===== src/hdl/mne_pkg.sv =====
// ----------------------------------------------------------------------------
// mne_pkg: shared definitions for the MIDI note event encoder
// Types, sizes and codes used by the event controller and the byte serializer.
// ----------------------------------------------------------------------------
package mne_pkg;

  // Default number of tracks.
  localparam int TRACKS_DEF = 16;

  // Longest byte run one item can cause: a four-byte delta, three note-off
  // bytes, then a one-byte zero delta and three note-on bytes.
  localparam int MAX_BYTES = 11;
  localparam int CNT_W     = $clog2(MAX_BYTES + 1);

  // Input operation codes.
  localparam logic [1:0] OP_PRESS   = 2'd0;
  localparam logic [1:0] OP_RELEASE = 2'd1;
  localparam logic [1:0] OP_TICK    = 2'd2;

  // MIDI status bytes, channel 0.
  localparam logic [7:0] NOTE_ON  = 8'h90;
  localparam logic [7:0] NOTE_OFF = 8'h80;

  // Saturation value of the per-track tick counters.
  localparam logic [27:0] TICK_MAX = 28'hFFFFFFF;

  typedef logic [7:0] byte_t;

  // Byte run handed from the controller to the serializer.
  typedef struct packed {
    logic                        load;
    logic [CNT_W-1:0]            cnt;
    logic [3:0]                  track;
    byte_t [MAX_BYTES-1:0]       bytes;
  } mne_load_t;

endpackage


===== src/hdl/mne_event_ctrl.sv =====
// ----------------------------------------------------------------------------
// mne_event_ctrl: input register, per-track state and event decision
// Registers one item, decides what it causes against the track state and
// builds the complete byte run for the serializer in a single pass.
// ----------------------------------------------------------------------------
module mne_event_ctrl #(
  parameter int TRACKS = mne_pkg::TRACKS_DEF
) (
  input  logic              clk,
  input  logic              rst,
  input  logic              s_tvalid,
  output logic              s_tready,
  input  logic [31:0]       s_tdata,
  input  logic              ser_free,
  output mne_pkg::mne_load_t ld
);

  localparam int IW = (TRACKS > 1) ? $clog2(TRACKS) : 1;

  typedef struct packed {
    logic [2:0]            len;
    mne_pkg::byte_t [3:0]  b;
  } vlq_t;

  // Big-endian MIDI variable-length quantity of a 28-bit count.
  function automatic vlq_t vlq_encode(input logic [27:0] t);
    vlq_t r;
    r.b = '0;
    if (t[27:21] != 7'd0) begin
      r.len  = 3'd4;
      r.b[0] = {1'b1, t[27:21]};
      r.b[1] = {1'b1, t[20:14]};
      r.b[2] = {1'b1, t[13:7]};
      r.b[3] = {1'b0, t[6:0]};
    end else if (t[20:14] != 7'd0) begin
      r.len  = 3'd3;
      r.b[0] = {1'b1, t[20:14]};
      r.b[1] = {1'b1, t[13:7]};
      r.b[2] = {1'b0, t[6:0]};
    end else if (t[13:7] != 7'd0) begin
      r.len  = 3'd2;
      r.b[0] = {1'b1, t[13:7]};
      r.b[1] = {1'b0, t[6:0]};
    end else begin
      r.len  = 3'd1;
      r.b[0] = {1'b0, t[6:0]};
    end
    return r;
  endfunction

  // Octave and semitone to MIDI pitch, clamped to the C-1..G9 range.
  function automatic logic [6:0] make_pitch(input logic signed [4:0] oct,
                                            input logic signed [4:0] nt);
    logic signed [4:0] oc;
    logic signed [4:0] nc;
    logic [3:0]        o1;
    logic [7:0]        p;
    oc = oct;
    if (oct < -5'sd1) oc = -5'sd1;
    if (oct > 5'sd9)  oc = 5'sd9;
    nc = nt;
    if (nt < 5'sd0)  nc = 5'sd0;
    if (nt > 5'sd11) nc = 5'sd11;
    if (oc == 5'sd9 && nc > 5'sd7) nc = 5'sd7;
    o1 = 4'(oc + 5'sd1);
    p  = 8'(o1) * 8'd12 + 8'(nc);
    return p[6:0];
  endfunction

  // Q12 loudness to velocity: floor(min(l, 4096) * 127 / 4096).
  function automatic logic [6:0] make_velocity(input logic [12:0] l);
    logic [12:0] lc;
    logic [19:0] prod;
    lc   = (l > 13'd4096) ? 13'd4096 : l;
    prod = {lc, 7'd0} - 20'(lc);
    return prod[18:12];
  endfunction

  // Input register.
  logic                in_valid;
  logic [1:0]          in_op;
  logic [3:0]          in_track;
  logic signed [4:0]   in_octave;
  logic signed [4:0]   in_note;
  logic [12:0]         in_loudness;

  // Per-track state.
  logic [TRACKS-1:0]   held_flag;
  logic [6:0]          held_pitch [TRACKS];
  logic [27:0]         ticks      [TRACKS];

  logic [IW-1:0]       idx;
  logic                trk_ok;
  logic                cur_flag;
  logic [6:0]          cur_pitch;
  logic [27:0]         cur_ticks;
  logic [6:0]          pitch;
  logic [6:0]          vel;
  logic                is_press;
  logic                is_release;
  logic                is_tick;
  logic                emit;
  logic                go;
  vlq_t                dv;
  mne_pkg::byte_t      k_status;
  mne_pkg::byte_t      k_d1;
  mne_pkg::byte_t      k_d2;
  logic [mne_pkg::CNT_W-1:0] l1;
  logic [mne_pkg::CNT_W-1:0] l2;
  logic [mne_pkg::CNT_W-1:0] jj;
  mne_pkg::byte_t [mne_pkg::MAX_BYTES-1:0] e1;
  mne_pkg::byte_t [3:0]                    e2;

  assign idx        = IW'(in_track);
  assign trk_ok     = (32'(in_track) < TRACKS);
  assign cur_flag   = held_flag[idx];
  assign cur_pitch  = held_pitch[idx];
  assign cur_ticks  = ticks[idx];
  assign pitch      = make_pitch(in_octave, in_note);
  assign vel        = make_velocity(in_loudness);
  assign is_press   = (in_op == mne_pkg::OP_PRESS) && trk_ok;
  assign is_release = (in_op == mne_pkg::OP_RELEASE) && trk_ok;
  assign is_tick    = (in_op == mne_pkg::OP_TICK);
  assign emit       = (is_press && !(cur_flag && cur_pitch == pitch)) ||
                      (is_release && cur_flag);
  assign go         = in_valid && (!emit || ser_free);
  assign s_tready   = !in_valid || go;
  assign dv         = vlq_encode(cur_ticks);

  always_comb begin
    // The first event is a note-off whenever a note is held.
    if (cur_flag) begin
      k_status = mne_pkg::NOTE_OFF;
      k_d1     = {1'b0, cur_pitch};
      k_d2     = 8'h00;
    end else begin
      k_status = mne_pkg::NOTE_ON;
      k_d1     = {1'b0, pitch};
      k_d2     = {1'b0, vel};
    end
    l1 = mne_pkg::CNT_W'(dv.len) + mne_pkg::CNT_W'(3);
    l2 = (is_press && cur_flag) ? mne_pkg::CNT_W'(4) : '0;
    e2 = {{1'b0, vel}, {1'b0, pitch}, mne_pkg::NOTE_ON, 8'h00};
    for (int i = 0; i < mne_pkg::MAX_BYTES; i++) begin
      if (mne_pkg::CNT_W'(i) < mne_pkg::CNT_W'(dv.len)) begin
        e1[i] = dv.b[i % 4];
      end else if (mne_pkg::CNT_W'(i) == mne_pkg::CNT_W'(dv.len)) begin
        e1[i] = k_status;
      end else if (mne_pkg::CNT_W'(i) == mne_pkg::CNT_W'(dv.len) + 1'b1) begin
        e1[i] = k_d1;
      end else if (mne_pkg::CNT_W'(i) == mne_pkg::CNT_W'(dv.len) + 2'd2) begin
        e1[i] = k_d2;
      end else begin
        e1[i] = 8'h00;
      end
    end
    ld.load  = go && emit;
    ld.cnt   = l1 + l2;
    ld.track = in_track;
    jj       = '0;
    for (int i = 0; i < mne_pkg::MAX_BYTES; i++) begin
      jj = mne_pkg::CNT_W'(i) - l1;
      if (mne_pkg::CNT_W'(i) < l1) begin
        ld.bytes[i] = e1[i];
      end else if (jj < mne_pkg::CNT_W'(4)) begin
        ld.bytes[i] = e2[jj[1:0]];
      end else begin
        ld.bytes[i] = 8'h00;
      end
    end
  end

  always_ff @(posedge clk) begin
    if (rst) begin
      in_valid <= 1'b0;
    end else if (s_tready) begin
      in_valid <= s_tvalid;
    end
  end

  always_ff @(posedge clk) begin
    if (s_tready && s_tvalid) begin
      in_op       <= s_tdata[1:0];
      in_track    <= s_tdata[5:2];
      in_octave   <= s_tdata[10:6];
      in_note     <= s_tdata[15:11];
      in_loudness <= s_tdata[28:16];
    end
  end

  always_ff @(posedge clk) begin
    if (rst) begin
      held_flag <= '0;
      for (int k = 0; k < TRACKS; k++) begin
        held_pitch[k] <= 7'd0;
        ticks[k]      <= 28'd0;
      end
    end else if (go) begin
      if (is_tick) begin
        for (int k = 0; k < TRACKS; k++) begin
          if (ticks[k] != mne_pkg::TICK_MAX) begin
            ticks[k] <= ticks[k] + 28'd1;
          end
        end
      end else if (emit) begin
        ticks[idx] <= 28'd0;
        if (is_press) begin
          held_flag[idx]  <= 1'b1;
          held_pitch[idx] <= pitch;
        end else begin
          held_flag[idx]  <= 1'b0;
        end
      end
    end
  end

endmodule


===== src/hdl/mne_byte_serializer.sv =====
// ----------------------------------------------------------------------------
// mne_byte_serializer: output byte queue
// Holds one byte run and sends it one item per cycle on the output stream while m_tready is high.
// ----------------------------------------------------------------------------
module mne_byte_serializer (
  input  logic               clk,
  input  logic               rst,
  input  mne_pkg::mne_load_t ld,
  output logic               ser_free,
  output logic               m_tvalid,
  input  logic               m_tready,
  output logic [15:0]        m_tdata,
  output logic               m_tlast
);

  mne_pkg::byte_t [mne_pkg::MAX_BYTES-1:0] bytes;
  logic [mne_pkg::CNT_W-1:0]               cnt;
  logic [3:0]                              track;

  assign m_tvalid = (cnt != '0);
  assign m_tlast  = (cnt == mne_pkg::CNT_W'(1));
  assign m_tdata  = {4'd0, track, bytes[0]};
  // A new run may enter as the last byte of the current one leaves.
  assign ser_free = (cnt == '0) || (m_tlast && m_tready);

  always_ff @(posedge clk) begin
    if (rst) begin
      cnt <= '0;
    end else if (ld.load) begin
      cnt <= ld.cnt;
    end else if (m_tvalid && m_tready) begin
      cnt <= cnt - 1'b1;
    end
  end

  always_ff @(posedge clk) begin
    if (ld.load) begin
      bytes <= ld.bytes;
      track <= ld.track;
    end else if (m_tvalid && m_tready) begin
      for (int i = 0; i < mne_pkg::MAX_BYTES - 1; i++) begin
        bytes[i] <= bytes[i+1];
      end
    end
  end

  a_load_when_free: assert property (@(posedge clk) disable iff (rst)
    ld.load |-> ser_free)
    else $error("byte run loaded over a run still being sent");

  a_load_length: assert property (@(posedge clk) disable iff (rst)
    ld.load |-> (ld.cnt >= mne_pkg::CNT_W'(4) && ld.cnt <= mne_pkg::CNT_W'(mne_pkg::MAX_BYTES)))
    else $error("byte run length out of range");

  a_count_bound: assert property (@(posedge clk) disable iff (rst)
    cnt <= mne_pkg::CNT_W'(mne_pkg::MAX_BYTES))
    else $error("byte count beyond queue depth");

endmodule


===== src/hdl/midi_note_event_encoder_unit.sv =====
// Flow: an accepted item that causes bytes waits in the input register until
// the byte queue is free; its byte run is then loaded into the queue, which
// sends one byte per cycle while m_tready is high.
// Throughput: one item per cycle for ticks and items that cause no bytes
// while no event waits for the byte queue; an event's run is 4 to 11 bytes.
// Reset clears all track state (held notes, tick counters).
// ----------------------------------------------------------------------------
// midi_note_event_encoder_unit: per-track MIDI note event byte encoder
// Turns key presses, key releases and ticks into delta-time and note bytes.
// ----------------------------------------------------------------------------
module midi_note_event_encoder_unit #(
  parameter int TRACKS = mne_pkg::TRACKS_DEF
) (
  input  logic        clk,
  input  logic        rst,
  // Input items.
  input  logic        s_tvalid,
  output logic        s_tready,
  // Fields from bit 0 up: op[1:0], track[5:2], octave[10:6], note[15:11],
  // loudness[28:16], zero fill[31:29].
  input  logic [31:0] s_tdata,
  // Result items, one byte each.
  output logic        m_tvalid,
  input  logic        m_tready,
  // Fields from bit 0 up: data_byte[7:0], out_track[11:8], zero fill[15:12].
  output logic [15:0] m_tdata,
  // Set on the final byte caused by one input item.
  output logic        m_tlast
);

  // The controller registers each item, looks up the track's held note and
  // tick counter, and builds the whole byte run at once: the delta time of
  // the track, a note-off for a held note when one is sounding, and for a
  // press the note-on (after a zero delta if a note-off went first).
  // A press of the note already held and a release with nothing held cause
  // no bytes, as do ticks, unused op codes and tracks out of range.

  mne_pkg::mne_load_t ld;
  logic               ser_free;

  mne_event_ctrl #(
    .TRACKS(TRACKS)
  ) u_ctrl (
    .clk      (clk),
    .rst      (rst),
    .s_tvalid (s_tvalid),
    .s_tready (s_tready),
    .s_tdata  (s_tdata),
    .ser_free (ser_free),
    .ld       (ld)
  );

  // The serializer sends the run while the controller goes on taking ticks
  // and silent items; the next run enters as the last byte leaves.
  mne_byte_serializer u_ser (
    .clk      (clk),
    .rst      (rst),
    .ld       (ld),
    .ser_free (ser_free),
    .m_tvalid (m_tvalid),
    .m_tready (m_tready),
    .m_tdata  (m_tdata),
    .m_tlast  (m_tlast)
  );

endmodule


===== config.mk =====
export PLATFORM = sky130hd
export DESIGN_NAME = midi_note_event_encoder_unit
export DESIGN_NICKNAME = d
export VERILOG_FILES = /design/src/hdl/mne_pkg.sv /design/src/hdl/mne_event_ctrl.sv /design/src/hdl/mne_byte_serializer.sv /design/src/hdl/midi_note_event_encoder_unit.sv
export SDC_FILE = /design/constraint.sdc
export NUM_CORES = 2
export LEC_CHECK = 0
export BUFFER_PORTS_ARGS = -buffer_cell sky130_fd_sc_hd__buf_4
export CORE_MARGIN = 2
export CORE_UTILIZATION = 50
export CTS_CLUSTER_SIZE = 14
export DETAILED_ROUTE_END_ITERATION = 10
export GPL_TIMING_DRIVEN = 0
export PLACE_DENSITY_LB_ADDON = 0.15
export SLEW_MARGIN = 20
export SYNTH_ARGS = -nofsm -noshare
export SYNTH_HDL_FRONTEND = slang
export SYNTH_SLANG_ARGS = --single-unit

===== constraint.sdc =====
create_clock -name clk -period 9.06 [get_ports clk]
set_clock_uncertainty 0.1 [all_clocks]
set_input_delay 1.812 -clock clk [delete_from_list [all_inputs] [get_ports clk]]
set_output_delay 1.812 -clock clk [all_outputs]
set_load 0.05 [all_outputs]

==> impl_metrics.toml <==
[clocking]
ctsResizeCount = 0
cts-root-buf = "clkbuf_16"
cts_tree = "yes"
cts.sinks = 706
hold_buffers = 0
cts_max_level = 3
clk_latency_ns = 0.65
clock_path_buffers = 3
numCtsBuffers = 79
clk_pin_slew_ns = 0.06
cts_setup_buffers = 0

[timing]
setup-tns-final_ns = 0
fin_ws_ns = 0.862
worst_pin_slew_ns = 1.21
fin_crit_sh_pct = 90.5
fmax_ghz = 0.122
timing.final.crit_period_ns = 8.20
hold_viol_final = 0
setup_violations = 0
fin_hold_ws_ns = 0.361
report.final.slew_viol_count = 0
rsz0062_at_grt = "no"
slew_headroom_pct = 19.6

[drt]
ant_nets = 0
drc = 0
via_count = 30065
drt_iter0_markers = 3919
drt-total-wl_mm = 119
drt-pass1-iter-count = 5
detail_route.wl_per_cell_um = 24.4
viasPerCell = 6.16

[yosys]
post-synth-top-area-cell = "dfxtp_1"
syn-cell-area_mm2 = 0.0368
ys_ff_latch = 706
yosysMostFrequentCell = "nor2_1"
synth_flop_cell = "dfxtp_1"
synth_top_cell_area_share_pct = 25.7
synthTopCellsByCount = "683 x nor2_1, 473 x dfxtp_1, 271 x nand2_1"
synth_edf_count = 233
synthTopCellsByArea = "dfxtp_1 26%, edfxtp_1 19%, mux4_2 8.1%"
syn_area_per_cell_um2 = 9.88
synthCells = 3722
yosysSeqAreaShare_pct = 44.8
async_flop_share_pct = 0
ys.warnings.count = 0
synth_cell_type_count = 95

[global_route]
antenna_found_initial = 3
grt_max_degree = 44
grt_remaining_overflow = 0
grt_first_pass_wirelength_mm = 177
grt_pass1_vias = 27474
grt_util_all_layers_pct = 31.4

[worst_setup_path]
cp_max_fo = 10
worstSetupPathType = "reg2out"
r2r_cells = 19
crit_start = "u_ctrl.in_octave[4]"
start_kind = "flip-flop"
cp.depth = 22
cp-endpoint = "s_tready"
cpMostUsedCell = "buf_4"
r2r-start = "u_ctrl.in_octave[4]"
endpoint_kind = "output port"
cpMaxStageDelayCell = "xnor3_1"
slowest_delay_ns = 0.45
reg2reg_setup_slack_ns = 2.41
arrival_ns = 6.29
rr_endpoint = "u_ctrl.held_pitch[4][5]"
cp.required_ns = 7.15
worst-path-buf-inv = 8
crit_family = "buffers and inverters"
path_cells = "clkbuf_1 -> and3_1 -> nand3_1 -> ha_1 -> o22ai_1 -> inv_1 -> ha_1 -> xnor2_1 -> inv_1 -> fa_1 -> xor2_1 -> nor3b_1 -> xnor3_1 -> xor2_1 -> nand4_1 -> o311ai_2 -> buf_4 -> buf_4 -> buf_4 -> nor2_1 -> inv_1 -> buf_4"

[place]
gp_congestion = 0.988
dp_hpwl_mm = 88.4
dp_slack_ns = 1.58
dp_cells = 4736
port_buffers = 47

[power]
p_per_area_mw_per_mm2 = 202
ir_drop_v = 0.000159
p_leak_nw = 14.0

[layout]
instances_no_fill = 4880
layout.nets = 3927
n_antenna_cell = 0
syn_to_final_growth_pct = 11.8
fill_cells = 6406
drive_gt1_share_pct = 12.1

[floorplanning]
die_w_um = 275
io_pins = 55
die_y_um = 275
num_rows = 99
coreArea_mm2 = 0.0730
start_util_pct = 50.4
dieArea_mm2 = 0.0758

[min_path]
hold_path.class = "reg2reg"
min_path_cells = 0

[run_status]
status = "finished, final reports clean"

[job]
drv_cap = 0
-- cell usage in the layout, fill, tap and decap left out, types with 15 or more instances in the layout --
cell type,synthesis,layout
or2_2,16,16
xnor2_1,198,198
o21ai_0,61,53
or3_1,27,27
a22o_1,18,18
and2_1,33,33
buf_4,32,81
a21oi_1,62,62
nand2_1,271,270
nor2_1,683,683
o21ai_1,9,17
nor2b_1,25,25
nand4_1,118,118
mux2_2,33,33
buf_2,21,22
ha_1,31,31
and4_1,51,51
a31oi_1,22,22
nand3_1,187,187
o31ai_1,30,22
inv_1,82,81
and3_1,61,61
clkbuf_1,113,134
nor4_1,20,20
mux2i_1,56,56
clkbuf_8,0,16
nor3_1,120,119
xor2_1,231,231
edfxtp_1,233,233
mux4_2,133,133
a22oi_1,43,43
a211oi_1,16,15
dfxtp_1,473,473
clkbuf_16,0,80
-- metal layers --
metal	vias to the layer above	routed length [µm]	global-route usage, %
met2	1470	50500	45.2
met4	0	4490	11.0
met3	256	12200	5.76
met1	14707	52100	47.1
li1	13632	-	-
met5	-	0	0
-- worst reg2reg max path, cell delays in order, from the launching register on --
cell and delay, ns:
edfxtp_1 0.34, clkbuf_1 0.31, and3_1 0.21, nand3_1 0.08, ha_1 0.32, o22ai_1 0.37, inv_1 0.12, ha_1 0.23
xnor2_1 0.29, inv_1 0.11, fa_1 0.44, xor2_1 0.20, nor3b_1 0.22, xnor3_1 0.45, xor2_1 0.23, nand4_1 0.21
o21ai_1 0.55, clkbuf_1 0.55, clkbuf_1 0.52, o21ai_1 0.45
-- sequential cells by signal, indices dropped and copies added (netlist names), named ones only --
name	flops
u_ctrl.held_pitch	112
u_ctrl.idx	4
u_ctrl.in_loudness	13
u_ctrl.in_note	5
u_ctrl.in_octave	5
u_ctrl.in_op	2
u_ctrl.in_valid	1
u_ctrl.ticks	448
u_ser.bytes	80
u_ser.cnt	4
u_ser.m_tdata	8
u_ser.track	4
-- how the worst min path moves through the flow --
stage / startpoint / to / slack (ns)
6_report: u_ctrl.idx[2] / u_ser.track[2] / 0.36
4_1_cts: u_ctrl.idx[2] / u_ser.track[2] / 0.36
3_5_place_dp: u_ctrl.idx[2] / u_ser.track[2] / 0.34
2_1_floorplan: u_ctrl.idx[2] / u_ser.track[2] / 0.32
5_1_grt: u_ctrl.idx[2] / u_ser.track[2] / 0.37
3_3_place_gp: u_ctrl.idx[3] / u_ser.track[3] / 0.33
-- final cells by class --
cell class                 instances  area [µm²]  share of cell area [%]
timing repair buffer              51         393                   0.955
sequential                       706       16500                    40.0
tap                              959        1200                    2.92
clock inverter                    26         304                   0.739
multi-input combinational       2738       19100                    46.4
inverter                          87         327                   0.794
clock buffer                     118        2300                    5.60
buffer                           195        1050                    2.56
-- cell families (layout without fill, tap and decap cells) --
kind of cell	Yosys count	in the layout	synth area share, %
AOI/OAI and AO/OA	364	364	6.90
xor gates and xnor gates	430	430	10.3
adders and majority gates	33	33	1.16
buffers and inverters	282	477	3.75
DFF	706	706	44.8
muxes	243	243	11.8
other	1	5	0.0102
and+or+nand+nor	1663	1663	21.4
-- where the power goes --
group / internal [W] / switching (W)
clock: 0.00191 / 0.00138
combinational: 0.000469 / 0.000953
sequential: 0.00354 / 0.0000700
-- stage by stage --
step	cell area [µm²]	power, W	util [%]
finish	41100	0.00832	56.4
global route	41100	0.00857	56.4
CTS	41100	0.00832	56.3
detailed placement	38500	0.00506	52.8
global placement	38400	0.00505	52.6
floorplan	36800	0.00459	-
Power figures use the tool's default switching activity.
